[src/sv/abt_pkg.sv]
`timescale 1ns / 1ps
// ----------------------------------------------------------------------------
// abt_pkg: shared definitions for the array-based binary tree store
// Table sizing, result codes, link format and the node table request/response.
// ----------------------------------------------------------------------------
package abt_pkg;

    localparam int TABLE_DEPTH = 64;
    localparam int IDX_W       = (TABLE_DEPTH > 1) ? $clog2(TABLE_DEPTH) : 1;
    localparam int FILL_W      = $clog2(TABLE_DEPTH + 1);
    localparam int OUT_IDX_W   = 6;

    typedef enum logic [1:0] {
        STATUS_OK        = 2'd0,
        STATUS_NOT_FOUND = 2'd1,
        STATUS_FULL      = 2'd2
    } status_t;

    localparam logic MODE_INSERT = 1'b0;
    localparam logic MODE_QUERY  = 1'b1;

    // side[1] set means root, else side[0] picks left (0) or right (1)
    localparam logic SIDE_LEFT = 1'b0;

    typedef struct packed {
        logic             vld;
        logic [IDX_W-1:0] idx;
    } link_t;

    typedef struct packed {
        logic             val_we;
        logic [IDX_W-1:0] val_waddr;
        logic [7:0]       val_wdata;
        logic [IDX_W-1:0] val_raddr;
        logic             lft_we;
        logic [IDX_W-1:0] lft_waddr;
        link_t            lft_wdata;
        logic             rgt_we;
        logic [IDX_W-1:0] rgt_waddr;
        link_t            rgt_wdata;
        logic             par_we;
        logic [IDX_W-1:0] par_waddr;
        link_t            par_wdata;
        logic [IDX_W-1:0] lnk_raddr;
    } tbl_req_t;

    typedef struct packed {
        logic [7:0] val_rdata;
        link_t      lft_rdata;
        link_t      rgt_rdata;
        link_t      par_rdata;
    } tbl_rsp_t;

    // index as seen on the result port: low bits only
    function automatic logic [OUT_IDX_W-1:0] out_idx(input logic [IDX_W-1:0] idx);
        logic [IDX_W+OUT_IDX_W-1:0] tmp;
        tmp = {{OUT_IDX_W{1'b0}}, idx};
        return tmp[OUT_IDX_W-1:0];
    endfunction

endpackage

[src/sv/abt_req_if.sv]
`timescale 1ns / 1ps
// ----------------------------------------------------------------------------
// abt_req_if: request channel of the tree store
// Valid/ready channel carrying one insert or query command.
// ----------------------------------------------------------------------------
interface abt_req_if;
    logic       valid;
    logic       ready;
    logic       mode;
    logic [7:0] search_key;
    logic [7:0] new_value;
    logic [1:0] side;

    modport source (output valid, output mode, output search_key, output new_value,
                    output side, input ready);
    modport sink   (input valid, input mode, input search_key, input new_value,
                    input side, output ready);
endinterface

[src/sv/abt_rsp_if.sv]
`timescale 1ns / 1ps
// ----------------------------------------------------------------------------
// abt_rsp_if: result channel of the tree store
// Valid/ready channel carrying one result per command.
// ----------------------------------------------------------------------------
interface abt_rsp_if;
    logic       valid;
    logic       ready;
    logic [1:0] status;
    logic [5:0] node_index;
    logic [7:0] node_value;
    logic       parent_present;
    logic [5:0] parent_index;
    logic       left_present;
    logic [7:0] left_value;
    logic       right_present;
    logic [7:0] right_value;

    modport source (output valid, output status, output node_index, output node_value,
                    output parent_present, output parent_index, output left_present,
                    output left_value, output right_present, output right_value,
                    input ready);
    modport sink   (input valid, input status, input node_index, input node_value,
                    input parent_present, input parent_index, input left_present,
                    input left_value, input right_present, input right_value,
                    output ready);
endinterface

[src/sv/abt_table.sv]
`timescale 1ns / 1ps
// ----------------------------------------------------------------------------
// abt_table: node table memories
// Node values plus left, right and parent links, one write and one registered
// read per memory per cycle. The three link memories share a read address.
// ----------------------------------------------------------------------------
module abt_table (
    input  logic              clk,
    input  abt_pkg::tbl_req_t tq,
    output abt_pkg::tbl_rsp_t tr
);

    logic [7:0]     val_mem [abt_pkg::TABLE_DEPTH];
    abt_pkg::link_t lft_mem [abt_pkg::TABLE_DEPTH];
    abt_pkg::link_t rgt_mem [abt_pkg::TABLE_DEPTH];
    abt_pkg::link_t par_mem [abt_pkg::TABLE_DEPTH];

    logic [7:0]     val_rd_reg;
    abt_pkg::link_t lft_rd_reg;
    abt_pkg::link_t rgt_rd_reg;
    abt_pkg::link_t par_rd_reg;

    always_ff @(posedge clk)
    begin
        if (tq.val_we)
        begin
            val_mem[tq.val_waddr] <= tq.val_wdata;
        end
        val_rd_reg <= val_mem[tq.val_raddr];
    end

    always_ff @(posedge clk)
    begin
        if (tq.lft_we)
        begin
            lft_mem[tq.lft_waddr] <= tq.lft_wdata;
        end
        lft_rd_reg <= lft_mem[tq.lnk_raddr];
    end

    always_ff @(posedge clk)
    begin
        if (tq.rgt_we)
        begin
            rgt_mem[tq.rgt_waddr] <= tq.rgt_wdata;
        end
        rgt_rd_reg <= rgt_mem[tq.lnk_raddr];
    end

    always_ff @(posedge clk)
    begin
        if (tq.par_we)
        begin
            par_mem[tq.par_waddr] <= tq.par_wdata;
        end
        par_rd_reg <= par_mem[tq.lnk_raddr];
    end

    assign tr.val_rdata = val_rd_reg;
    assign tr.lft_rdata = lft_rd_reg;
    assign tr.rgt_rdata = rgt_rd_reg;
    assign tr.par_rdata = par_rd_reg;

endmodule

[src/sv/array_binary_tree_store.sv]
`timescale 1ns / 1ps
// ----------------------------------------------------------------------------
// array_binary_tree_store: binary tree kept in a fixed node table
// Insert appends a node (root or child of the first node matching a key);
// query finds the first node matching a key and reports its links.
// ----------------------------------------------------------------------------
// Usage:
//   req carries one command per transfer (mode, search_key, new_value, side);
//   rsp returns exactly one result per command, in order.
//   req.ready is high only while the sequencer is idle: one command at a time.
//   The key search reads one table entry per cycle through a single read
//   port of the value memory, compared in the following cycle.
//   An insert into a full table goes straight to its result (status full);
//   an insert as root skips the key search; an insert as child and a query
//   first search for the key, and a miss ends with status not found. A query
//   hit then reads the node's links and the values of its children.
//   The result sits in an output register; the next command is accepted while
//   it waits. A stalled rsp holds the block in its final step until the
//   output register frees up.
//   Reset empties the table at once (fill count to zero); the memories need
//   no clearing since only entries below the fill count are read.
// ----------------------------------------------------------------------------
module array_binary_tree_store (
    input  logic       clk,
    input  logic       rst_n,
    abt_req_if.sink    req,
    abt_rsp_if.source  rsp
);

    typedef struct packed {
        logic [1:0] status;
        logic [5:0] node_index;
        logic [7:0] node_value;
        logic       parent_present;
        logic [5:0] parent_index;
        logic       left_present;
        logic [7:0] left_value;
        logic       right_present;
        logic [7:0] right_value;
    } res_t;

    typedef enum logic [3:0] {
        ST_IDLE,
        ST_SCAN,
        ST_INS_NODE,
        ST_INS_LINK,
        ST_Q_LINK,
        ST_Q_LEFT,
        ST_Q_RIGHT,
        ST_Q_END,
        ST_DONE
    } state_t;

    localparam logic [abt_pkg::FILL_W-1:0] FILL_FULL = abt_pkg::FILL_W'(abt_pkg::TABLE_DEPTH);

    state_t                       state_reg, state_next;
    logic                         mode_reg, mode_next;
    logic [7:0]                   key_reg, key_next;
    logic [7:0]                   value_reg, value_next;
    logic [1:0]                   side_reg, side_next;
    logic [abt_pkg::FILL_W-1:0]   fill_reg, fill_next;
    logic [abt_pkg::FILL_W-1:0]   scan_reg, scan_next;
    logic                         rd_pend_reg, rd_pend_next;
    logic [abt_pkg::IDX_W-1:0]    rd_idx_reg, rd_idx_next;
    logic [abt_pkg::IDX_W-1:0]    hit_reg, hit_next;
    abt_pkg::link_t               par_reg, par_next;
    abt_pkg::link_t               lft_reg, lft_next;
    abt_pkg::link_t               rgt_reg, rgt_next;
    logic [7:0]                   lval_reg, lval_next;
    res_t                         res_reg, res_next;
    res_t                         out_reg, out_next;
    logic                         out_valid_reg, out_valid_next;

    abt_pkg::tbl_req_t            tq;
    abt_pkg::tbl_rsp_t            tr;
    logic [abt_pkg::IDX_W-1:0]    slot;
    logic                         match;

    abt_table u_table (
        .clk (clk),
        .tq  (tq),
        .tr  (tr)
    );

    assign slot  = fill_reg[abt_pkg::IDX_W-1:0];
    assign match = rd_pend_reg && (tr.val_rdata == key_reg);

    always_comb
    begin
        state_next     = state_reg;
        mode_next      = mode_reg;
        key_next       = key_reg;
        value_next     = value_reg;
        side_next      = side_reg;
        fill_next      = fill_reg;
        scan_next      = scan_reg;
        rd_pend_next   = rd_pend_reg;
        rd_idx_next    = rd_idx_reg;
        hit_next       = hit_reg;
        par_next       = par_reg;
        lft_next       = lft_reg;
        rgt_next       = rgt_reg;
        lval_next      = lval_reg;
        res_next       = res_reg;
        out_next       = out_reg;
        out_valid_next = out_valid_reg;
        tq             = '0;

        if (rsp.ready)
        begin
            out_valid_next = 1'b0;
        end

        unique case (state_reg)
            ST_IDLE:
            begin
                if (req.valid)
                begin
                    mode_next    = req.mode;
                    key_next     = req.search_key;
                    value_next   = req.new_value;
                    side_next    = req.side;
                    scan_next    = '0;
                    rd_pend_next = 1'b0;
                    if (req.mode == abt_pkg::MODE_INSERT && fill_reg == FILL_FULL)
                    begin
                        res_next        = '0;
                        res_next.status = abt_pkg::STATUS_FULL;
                        state_next      = ST_DONE;
                    end
                    else if (req.mode == abt_pkg::MODE_INSERT && req.side[1])
                    begin
                        state_next = ST_INS_NODE;
                    end
                    else
                    begin
                        state_next = ST_SCAN;
                    end
                end
            end

            ST_SCAN:
            begin
                // issue one read per cycle, compare the previous one
                if (match)
                begin
                    hit_next   = rd_idx_reg;
                    state_next = (mode_reg == abt_pkg::MODE_QUERY) ? ST_Q_LINK : ST_INS_NODE;
                end
                else if (scan_reg < fill_reg)
                begin
                    tq.val_raddr = scan_reg[abt_pkg::IDX_W-1:0];
                    rd_idx_next  = scan_reg[abt_pkg::IDX_W-1:0];
                    rd_pend_next = 1'b1;
                    scan_next    = scan_reg + 1'b1;
                end
                else
                begin
                    res_next        = '0;
                    res_next.status = abt_pkg::STATUS_NOT_FOUND;
                    state_next      = ST_DONE;
                end
            end

            ST_INS_NODE:
            begin
                tq.val_we    = 1'b1;
                tq.val_waddr = slot;
                tq.val_wdata = value_reg;
                tq.lft_we    = 1'b1;
                tq.lft_waddr = slot;
                tq.rgt_we    = 1'b1;
                tq.rgt_waddr = slot;
                tq.par_we    = 1'b1;
                tq.par_waddr = slot;
                res_next            = '0;
                res_next.status     = abt_pkg::STATUS_OK;
                res_next.node_index = abt_pkg::out_idx(slot);
                res_next.node_value = value_reg;
                if (side_reg[1])
                begin
                    fill_next  = fill_reg + 1'b1;
                    state_next = ST_DONE;
                end
                else
                begin
                    tq.par_wdata            = '{vld: 1'b1, idx: hit_reg};
                    res_next.parent_present = 1'b1;
                    res_next.parent_index   = abt_pkg::out_idx(hit_reg);
                    state_next              = ST_INS_LINK;
                end
            end

            ST_INS_LINK:
            begin
                // new child replaces any earlier link of the parent
                if (side_reg[0] == abt_pkg::SIDE_LEFT)
                begin
                    tq.lft_we    = 1'b1;
                    tq.lft_waddr = hit_reg;
                    tq.lft_wdata = '{vld: 1'b1, idx: slot};
                end
                else
                begin
                    tq.rgt_we    = 1'b1;
                    tq.rgt_waddr = hit_reg;
                    tq.rgt_wdata = '{vld: 1'b1, idx: slot};
                end
                fill_next  = fill_reg + 1'b1;
                state_next = ST_DONE;
            end

            ST_Q_LINK:
            begin
                tq.lnk_raddr = hit_reg;
                state_next   = ST_Q_LEFT;
            end

            ST_Q_LEFT:
            begin
                par_next     = tr.par_rdata;
                lft_next     = tr.lft_rdata;
                rgt_next     = tr.rgt_rdata;
                tq.val_raddr = tr.lft_rdata.idx;
                state_next   = ST_Q_RIGHT;
            end

            ST_Q_RIGHT:
            begin
                tq.val_raddr = rgt_reg.idx;
                lval_next    = tr.val_rdata;
                state_next   = ST_Q_END;
            end

            ST_Q_END:
            begin
                res_next.status         = abt_pkg::STATUS_OK;
                res_next.node_index     = abt_pkg::out_idx(hit_reg);
                res_next.node_value     = key_reg;
                res_next.parent_present = par_reg.vld;
                res_next.parent_index   = par_reg.vld ? abt_pkg::out_idx(par_reg.idx) : '0;
                res_next.left_present   = lft_reg.vld;
                res_next.left_value     = lft_reg.vld ? lval_reg : 8'd0;
                res_next.right_present  = rgt_reg.vld;
                res_next.right_value    = rgt_reg.vld ? tr.val_rdata : 8'd0;
                state_next              = ST_DONE;
            end

            ST_DONE:
            begin
                if (!out_valid_reg || rsp.ready)
                begin
                    out_next       = res_reg;
                    out_valid_next = 1'b1;
                    state_next     = ST_IDLE;
                end
            end

            default:
            begin
                state_next = ST_IDLE;
            end
        endcase
    end

    always_ff @(posedge clk or negedge rst_n)
    begin
        if (!rst_n)
        begin
            state_reg     <= ST_IDLE;
            mode_reg      <= 1'b0;
            key_reg       <= '0;
            value_reg     <= '0;
            side_reg      <= '0;
            fill_reg      <= '0;
            scan_reg      <= '0;
            rd_pend_reg   <= 1'b0;
            rd_idx_reg    <= '0;
            hit_reg       <= '0;
            par_reg       <= '0;
            lft_reg       <= '0;
            rgt_reg       <= '0;
            lval_reg      <= '0;
            res_reg       <= '0;
            out_reg       <= '0;
            out_valid_reg <= 1'b0;
        end
        else
        begin
            state_reg     <= state_next;
            mode_reg      <= mode_next;
            key_reg       <= key_next;
            value_reg     <= value_next;
            side_reg      <= side_next;
            fill_reg      <= fill_next;
            scan_reg      <= scan_next;
            rd_pend_reg   <= rd_pend_next;
            rd_idx_reg    <= rd_idx_next;
            hit_reg       <= hit_next;
            par_reg       <= par_next;
            lft_reg       <= lft_next;
            rgt_reg       <= rgt_next;
            lval_reg      <= lval_next;
            res_reg       <= res_next;
            out_reg       <= out_next;
            out_valid_reg <= out_valid_next;
        end
    end

    assign req.ready          = (state_reg == ST_IDLE);
    assign rsp.valid          = out_valid_reg;
    assign rsp.status         = out_reg.status;
    assign rsp.node_index     = out_reg.node_index;
    assign rsp.node_value     = out_reg.node_value;
    assign rsp.parent_present = out_reg.parent_present;
    assign rsp.parent_index   = out_reg.parent_index;
    assign rsp.left_present   = out_reg.left_present;
    assign rsp.left_value     = out_reg.left_value;
    assign rsp.right_present  = out_reg.right_present;
    assign rsp.right_value    = out_reg.right_value;

    // fill count never runs past the table
    a_fill_bound: assert property (@(posedge clk) disable iff (!rst_n)
        fill_reg <= FILL_FULL)
        else $error("fill count beyond table depth");

    // fill count only ever steps up by one
    a_fill_step: assert property (@(posedge clk) disable iff (!rst_n)
        (fill_reg != $past(fill_reg)) |-> (fill_reg == $past(fill_reg) + 1'b1))
        else $error("fill count jumped");

    // a pending scan read always points at a used entry
    a_scan_in_range: assert property (@(posedge clk) disable iff (!rst_n)
        (state_reg == ST_SCAN && rd_pend_reg) |-> ({1'b0, rd_idx_reg} < {1'b0, fill_reg}))
        else $error("scan read outside used entries");

    // an error result carries nothing but its status
    a_err_clean: assert property (@(posedge clk) disable iff (!rst_n)
        (rsp.valid && rsp.status != abt_pkg::STATUS_OK) |->
            (rsp.node_index == '0 && rsp.node_value == '0 && !rsp.parent_present &&
             rsp.parent_index == '0 && !rsp.left_present && rsp.left_value == '0 &&
             !rsp.right_present && rsp.right_value == '0))
        else $error("error result with nonzero fields");

    // a full table never grows
    a_full_hold: assert property (@(posedge clk) disable iff (!rst_n)
        (fill_reg == FILL_FULL) |=> (fill_reg == FILL_FULL))
        else $error("full table changed");

endmodule
[src/flat_wrapper.sv]
// flat-port wrapper written by rule: the top's interface ports become plain ports
module array_binary_tree_store_flat 
  (clk, rst_n, req_valid, req_mode, req_search_key, req_new_value, req_side, req_ready, rsp_valid, rsp_status, rsp_node_index, rsp_node_value, rsp_parent_present, rsp_parent_index, rsp_left_present, rsp_left_value, rsp_right_present, rsp_right_value, rsp_ready);
  abt_req_if req_i ();
  abt_rsp_if rsp_i ();
  input  logic clk;
  input  logic rst_n;
  input wire logic [$bits(req_i.valid)-1:0] req_valid;
  input wire logic [$bits(req_i.mode)-1:0] req_mode;
  input wire logic [$bits(req_i.search_key)-1:0] req_search_key;
  input wire logic [$bits(req_i.new_value)-1:0] req_new_value;
  input wire logic [$bits(req_i.side)-1:0] req_side;
  output wire logic [$bits(req_i.ready)-1:0] req_ready;
  output wire logic [$bits(rsp_i.valid)-1:0] rsp_valid;
  output wire logic [$bits(rsp_i.status)-1:0] rsp_status;
  output wire logic [$bits(rsp_i.node_index)-1:0] rsp_node_index;
  output wire logic [$bits(rsp_i.node_value)-1:0] rsp_node_value;
  output wire logic [$bits(rsp_i.parent_present)-1:0] rsp_parent_present;
  output wire logic [$bits(rsp_i.parent_index)-1:0] rsp_parent_index;
  output wire logic [$bits(rsp_i.left_present)-1:0] rsp_left_present;
  output wire logic [$bits(rsp_i.left_value)-1:0] rsp_left_value;
  output wire logic [$bits(rsp_i.right_present)-1:0] rsp_right_present;
  output wire logic [$bits(rsp_i.right_value)-1:0] rsp_right_value;
  input wire logic [$bits(rsp_i.ready)-1:0] rsp_ready;
  assign req_i.valid = req_valid;
  assign req_i.mode = req_mode;
  assign req_i.search_key = req_search_key;
  assign req_i.new_value = req_new_value;
  assign req_i.side = req_side;
  assign req_ready = req_i.ready;
  assign rsp_valid = rsp_i.valid;
  assign rsp_status = rsp_i.status;
  assign rsp_node_index = rsp_i.node_index;
  assign rsp_node_value = rsp_i.node_value;
  assign rsp_parent_present = rsp_i.parent_present;
  assign rsp_parent_index = rsp_i.parent_index;
  assign rsp_left_present = rsp_i.left_present;
  assign rsp_left_value = rsp_i.left_value;
  assign rsp_right_present = rsp_i.right_present;
  assign rsp_right_value = rsp_i.right_value;
  assign rsp_i.ready = rsp_ready;
  array_binary_tree_store u_core (.clk(clk), .rst_n(rst_n), .req(req_i), .rsp(rsp_i));
endmodule
[config.mk]
export PLATFORM = sky130hd
export DESIGN_NAME = array_binary_tree_store_flat
export DESIGN_NICKNAME = d
export VERILOG_FILES = /design/src/sv/abt_pkg.sv /design/src/sv/abt_req_if.sv /design/src/sv/abt_rsp_if.sv /design/src/sv/abt_table.sv /design/src/sv/array_binary_tree_store.sv /design/src/flat_wrapper.sv
export SDC_FILE = /design/constraint.sdc
export NUM_CORES = 2
export LEC_CHECK = 0
export ABC_AREA = 1
export BUFFER_PORTS_ARGS = -buffer_cell sky130_fd_sc_hd__buf_4
export CORE_MARGIN = 2
export CORE_UTILIZATION = 55
export CTS_CLUSTER_SIZE = 20
export DETAILED_ROUTE_END_ITERATION = 16
export PLACE_DENSITY = 0.71
export SYNTH_ARGS = -nofsm -noshare
export SYNTH_HDL_FRONTEND = slang
export SYNTH_SLANG_ARGS = --single-unit
[constraint.sdc]
create_clock -name clk -period 6.4 [get_ports clk]
set_clock_uncertainty 0.2 [all_clocks]
set_input_delay 0.64 -clock clk [delete_from_list [all_inputs] [get_ports clk]]
set_output_delay 0.64 -clock clk [all_outputs]
set_load 0.05 [all_outputs]
==> summary.md <==
| Metric | Value |
|---|---|
| First-pass GRT wire length | about 340,000 um |
| Vias in the first global route | ~53,000 |
| Fill cells | 11,600 |
| CTS root buf | clkbuf_16 |
| R2R cell count | 19 |
| DP Worst Slack | roughly 1600 ps |
| Setup Total Neg Slack | 0 ps |
| Max Slew Vio Count | 0 |
| Most common cell after layout, fill and taps aside | edfxtp_1 |
| Max transition margin | 0.120 |
| Chip height | a little under 400 um |
| Final worst path period share | 0.762 |
| Yosys warnings | 0 |
| Largest reg by FF count | u_core.u_table.val_mem |
| Residual DRC | 0 |
| Placer Congestion | about 0.90 |
| Tot GR Track Use | 0.280 |
| Clock-pin slew on the worst setup and hold paths | ~70 ps |
| Syn Inst Count | ~6,800 |
| Number of max-cap violations | 0 |
| Worst setup EP type | flip-flop |
| Initial Util | 0.553 |
| Dominant synthesized flop cell | edfxtp_1 |
| Critical Path AT | about 5400 ps |
| Avg Inst Size Synth | 12.6 um2 |
| Max reg flops | roughly 510 |
| H-tree depth | 4 |
| Total core area | around 0.15 mm2 |
| Vias/cell | just over 6 |
| Clk Latency, worst-skew pair | 820 ps |
| CTS max path bufs | 3 |
| CTS sink count | ~2,000 |
| CTS tree | built |
| Post-Route WL | roughly 220,000 um |
| Req. time, crit path | slightly below 7000 ps |
| GRT overflow | 0 |
| Status | finished clean |
| Pwr dens | between 300 and 400 mW/mm2 |
| Top fanout value on the critical path | about 140 |
| FMAX | roughly 200 MHz |
| Mapped Nets | 6,794 |
| # nets final | between 6,000 and 7,000 |
| Number of buffers created by CTS | about 200 |
| Ant. Diodes | 0 |
| Largest net degree at the start of global routing | 220 |
| Asr flop ratio synth | 0.0764 |
| HP Class | in -> reg |
| RSZ-0062 raised after global routing | false |
| Die W | 397 um |
| LEAKAGE | approximately 31 nW |
| Final min period | ~4900 ps |
| Setup ws final | roughly 1500 ps |
| Share of layout cells above drive strength 1 | 0.156 |
| Synthesized area | roughly 0.085 mm2 |
| Antenna Nets Post-Route | 0 |
| Post-CTS Setup Inserts | 0 |
| DRT iter0 DRCs | approximately 7,300 |
| Multi-input logic area | ~0.021 mm2 |
| Antenna violations before repair | 0 |
| Seq/Total Area, Yosys | 0.708 |
| CP Launch Type | flip-flop |
| WS Path Type | reg -> reg |
| Worst Max-Slew Pin Slew | ~1300 ps |
| Die area | between 0.15 and 0.2 mm2 |
| Final Setup Violations | 0 |
| Via count | approximately 55,000 |
| Worst IR drop on VDD | around 280 uV |
| Worst hold path depth | 5 |
| Fin util | 0.611 |
| EDFF count, synth | between 1,500 and 2,000 |
| Post-DP HPWL | approximately 130,000 um |
| Number of placement rows | 144 |
| DR pass1 iterations | 6 |
| WHS | about 210 ps |
| CTS resizes | 0 |
| Synth cell types | between 40 and 50 |
| FF+latch count, synth | between 2,000 and 2,500 |
| Avg WL per Cell | around 25 um |
| IO Port Bufs | 65 |
| IO Pins | 66 |
| Area Growth Syn to Fin | 10.6% |
| Final hold vios | 0 |
| Storage cell area | around 0.060 mm2 |
| CTS Hold Buffers Added | 21 |
| Most used cells in the layout excluding fill and tap cells | edfxtp_1, nand3_1, nand2_1 |
[layer usage]
metal	track usage	vias to the layer above	wire [um]
met3	0.0466	435	20600
met4	0.103	0	8140
met2	0.443	2901	105000
li1	-	24400	-
met1	0.395	27000	88700
met5	0	-	0
[worst max-delay path: stages (launching register included)]
cell	delay, ps
dfrtp_1	480
clkinv_1	370
ha_1	390
nand2_1	60
inv_1	40
nand2_1	50
nand2_1	40
nand2_1	50
nand2_1	110
nor2_4	190
nand3_4	390
nand2_8	720
buf_12	540
nand2_1	110
nand3_1	100
nand3_1	100
nand3_1	110
nand3_1	130
nand3_1	270
nand2_1	100
[Yosys cell counts (41+ instances only)]
cell type,n,area [um2]
buf_2,147,736
inv_1,451,1690
dfrtp_1,156,3900
a21oi_1,48,240
o211ai_1,591,4440
buf_1,41,154
nor2_1,250,938
o21ai_0,133,666
or2_0,99,619
or2_2,509,3180
edfxtp_1,1856,55700
clkbuf_1,224,841
nand3b_1,172,1290
nand2_1,680,2550
nand3_1,1151,5760
[power breakdown]
part | leakage, nW | internal, mW | total [mW] | switching (mW)
combinational | 9.24 | 0.545 | 2.27 | 1.73
sequential | 18.9 | 14.8 | 15.0 | 0.187
clock | 3.02 | 6.32 | 11.3 | 4.97
[through the flow]
step	instances	instance area (um2)	power, mW
floorplan	6762	85000	16.6
global placement	8555	87600	17.5
detailed placement	8555	87600	17.5
CTS	8930	94000	28.6
global route	8930	94000	29.4
finish	8930	94000	28.6
[final timing paths]
kind	from	endpoint	slack [ps]
max in group asynchronous	rst_n	u_core.rgt_reg[5]	4200
min in group asynchronous	rst_n	u_core.res_reg[28]	270
hold / removal	req_valid	u_core.state_reg[1]	210
setup / recovery	u_core.fill_reg[1]	u_core.u_table.val_rd_reg[5]	1520
setup reg to reg	u_core.fill_reg[1]	u_core.u_table.val_rd_reg[5]	1520
hold reg to reg	u_core.u_table.tr[6]	u_core.par_reg[6]	230
[logic make-up after synthesis]
group / after synthesis / share of synthesized area
adders and majority gates: 9 / 0.00132
xor gates and xnor gates: 14 / 0.00144
muxes: 9 / 0.00118
and+or+nand+nor: 2915 / 0.173
DFF: 2041 / 0.708
buffers and inverters: 916 / 0.0443
AOI/OAI and AO/OA: 858 / 0.0704
[area by class of cell]
cell class,instances,share of cell area
Clock inverter,97,0.00994
Sequential cell,2041,0.641
Tap cell,2044,0.0272
Inverter,472,0.0192
Timing Repair Buffer,214,0.0197
Multi-Input combinational cell,3805,0.228
Clock buffer,257,0.0559
No activity file was read; power rests on OpenSTA's default activity.
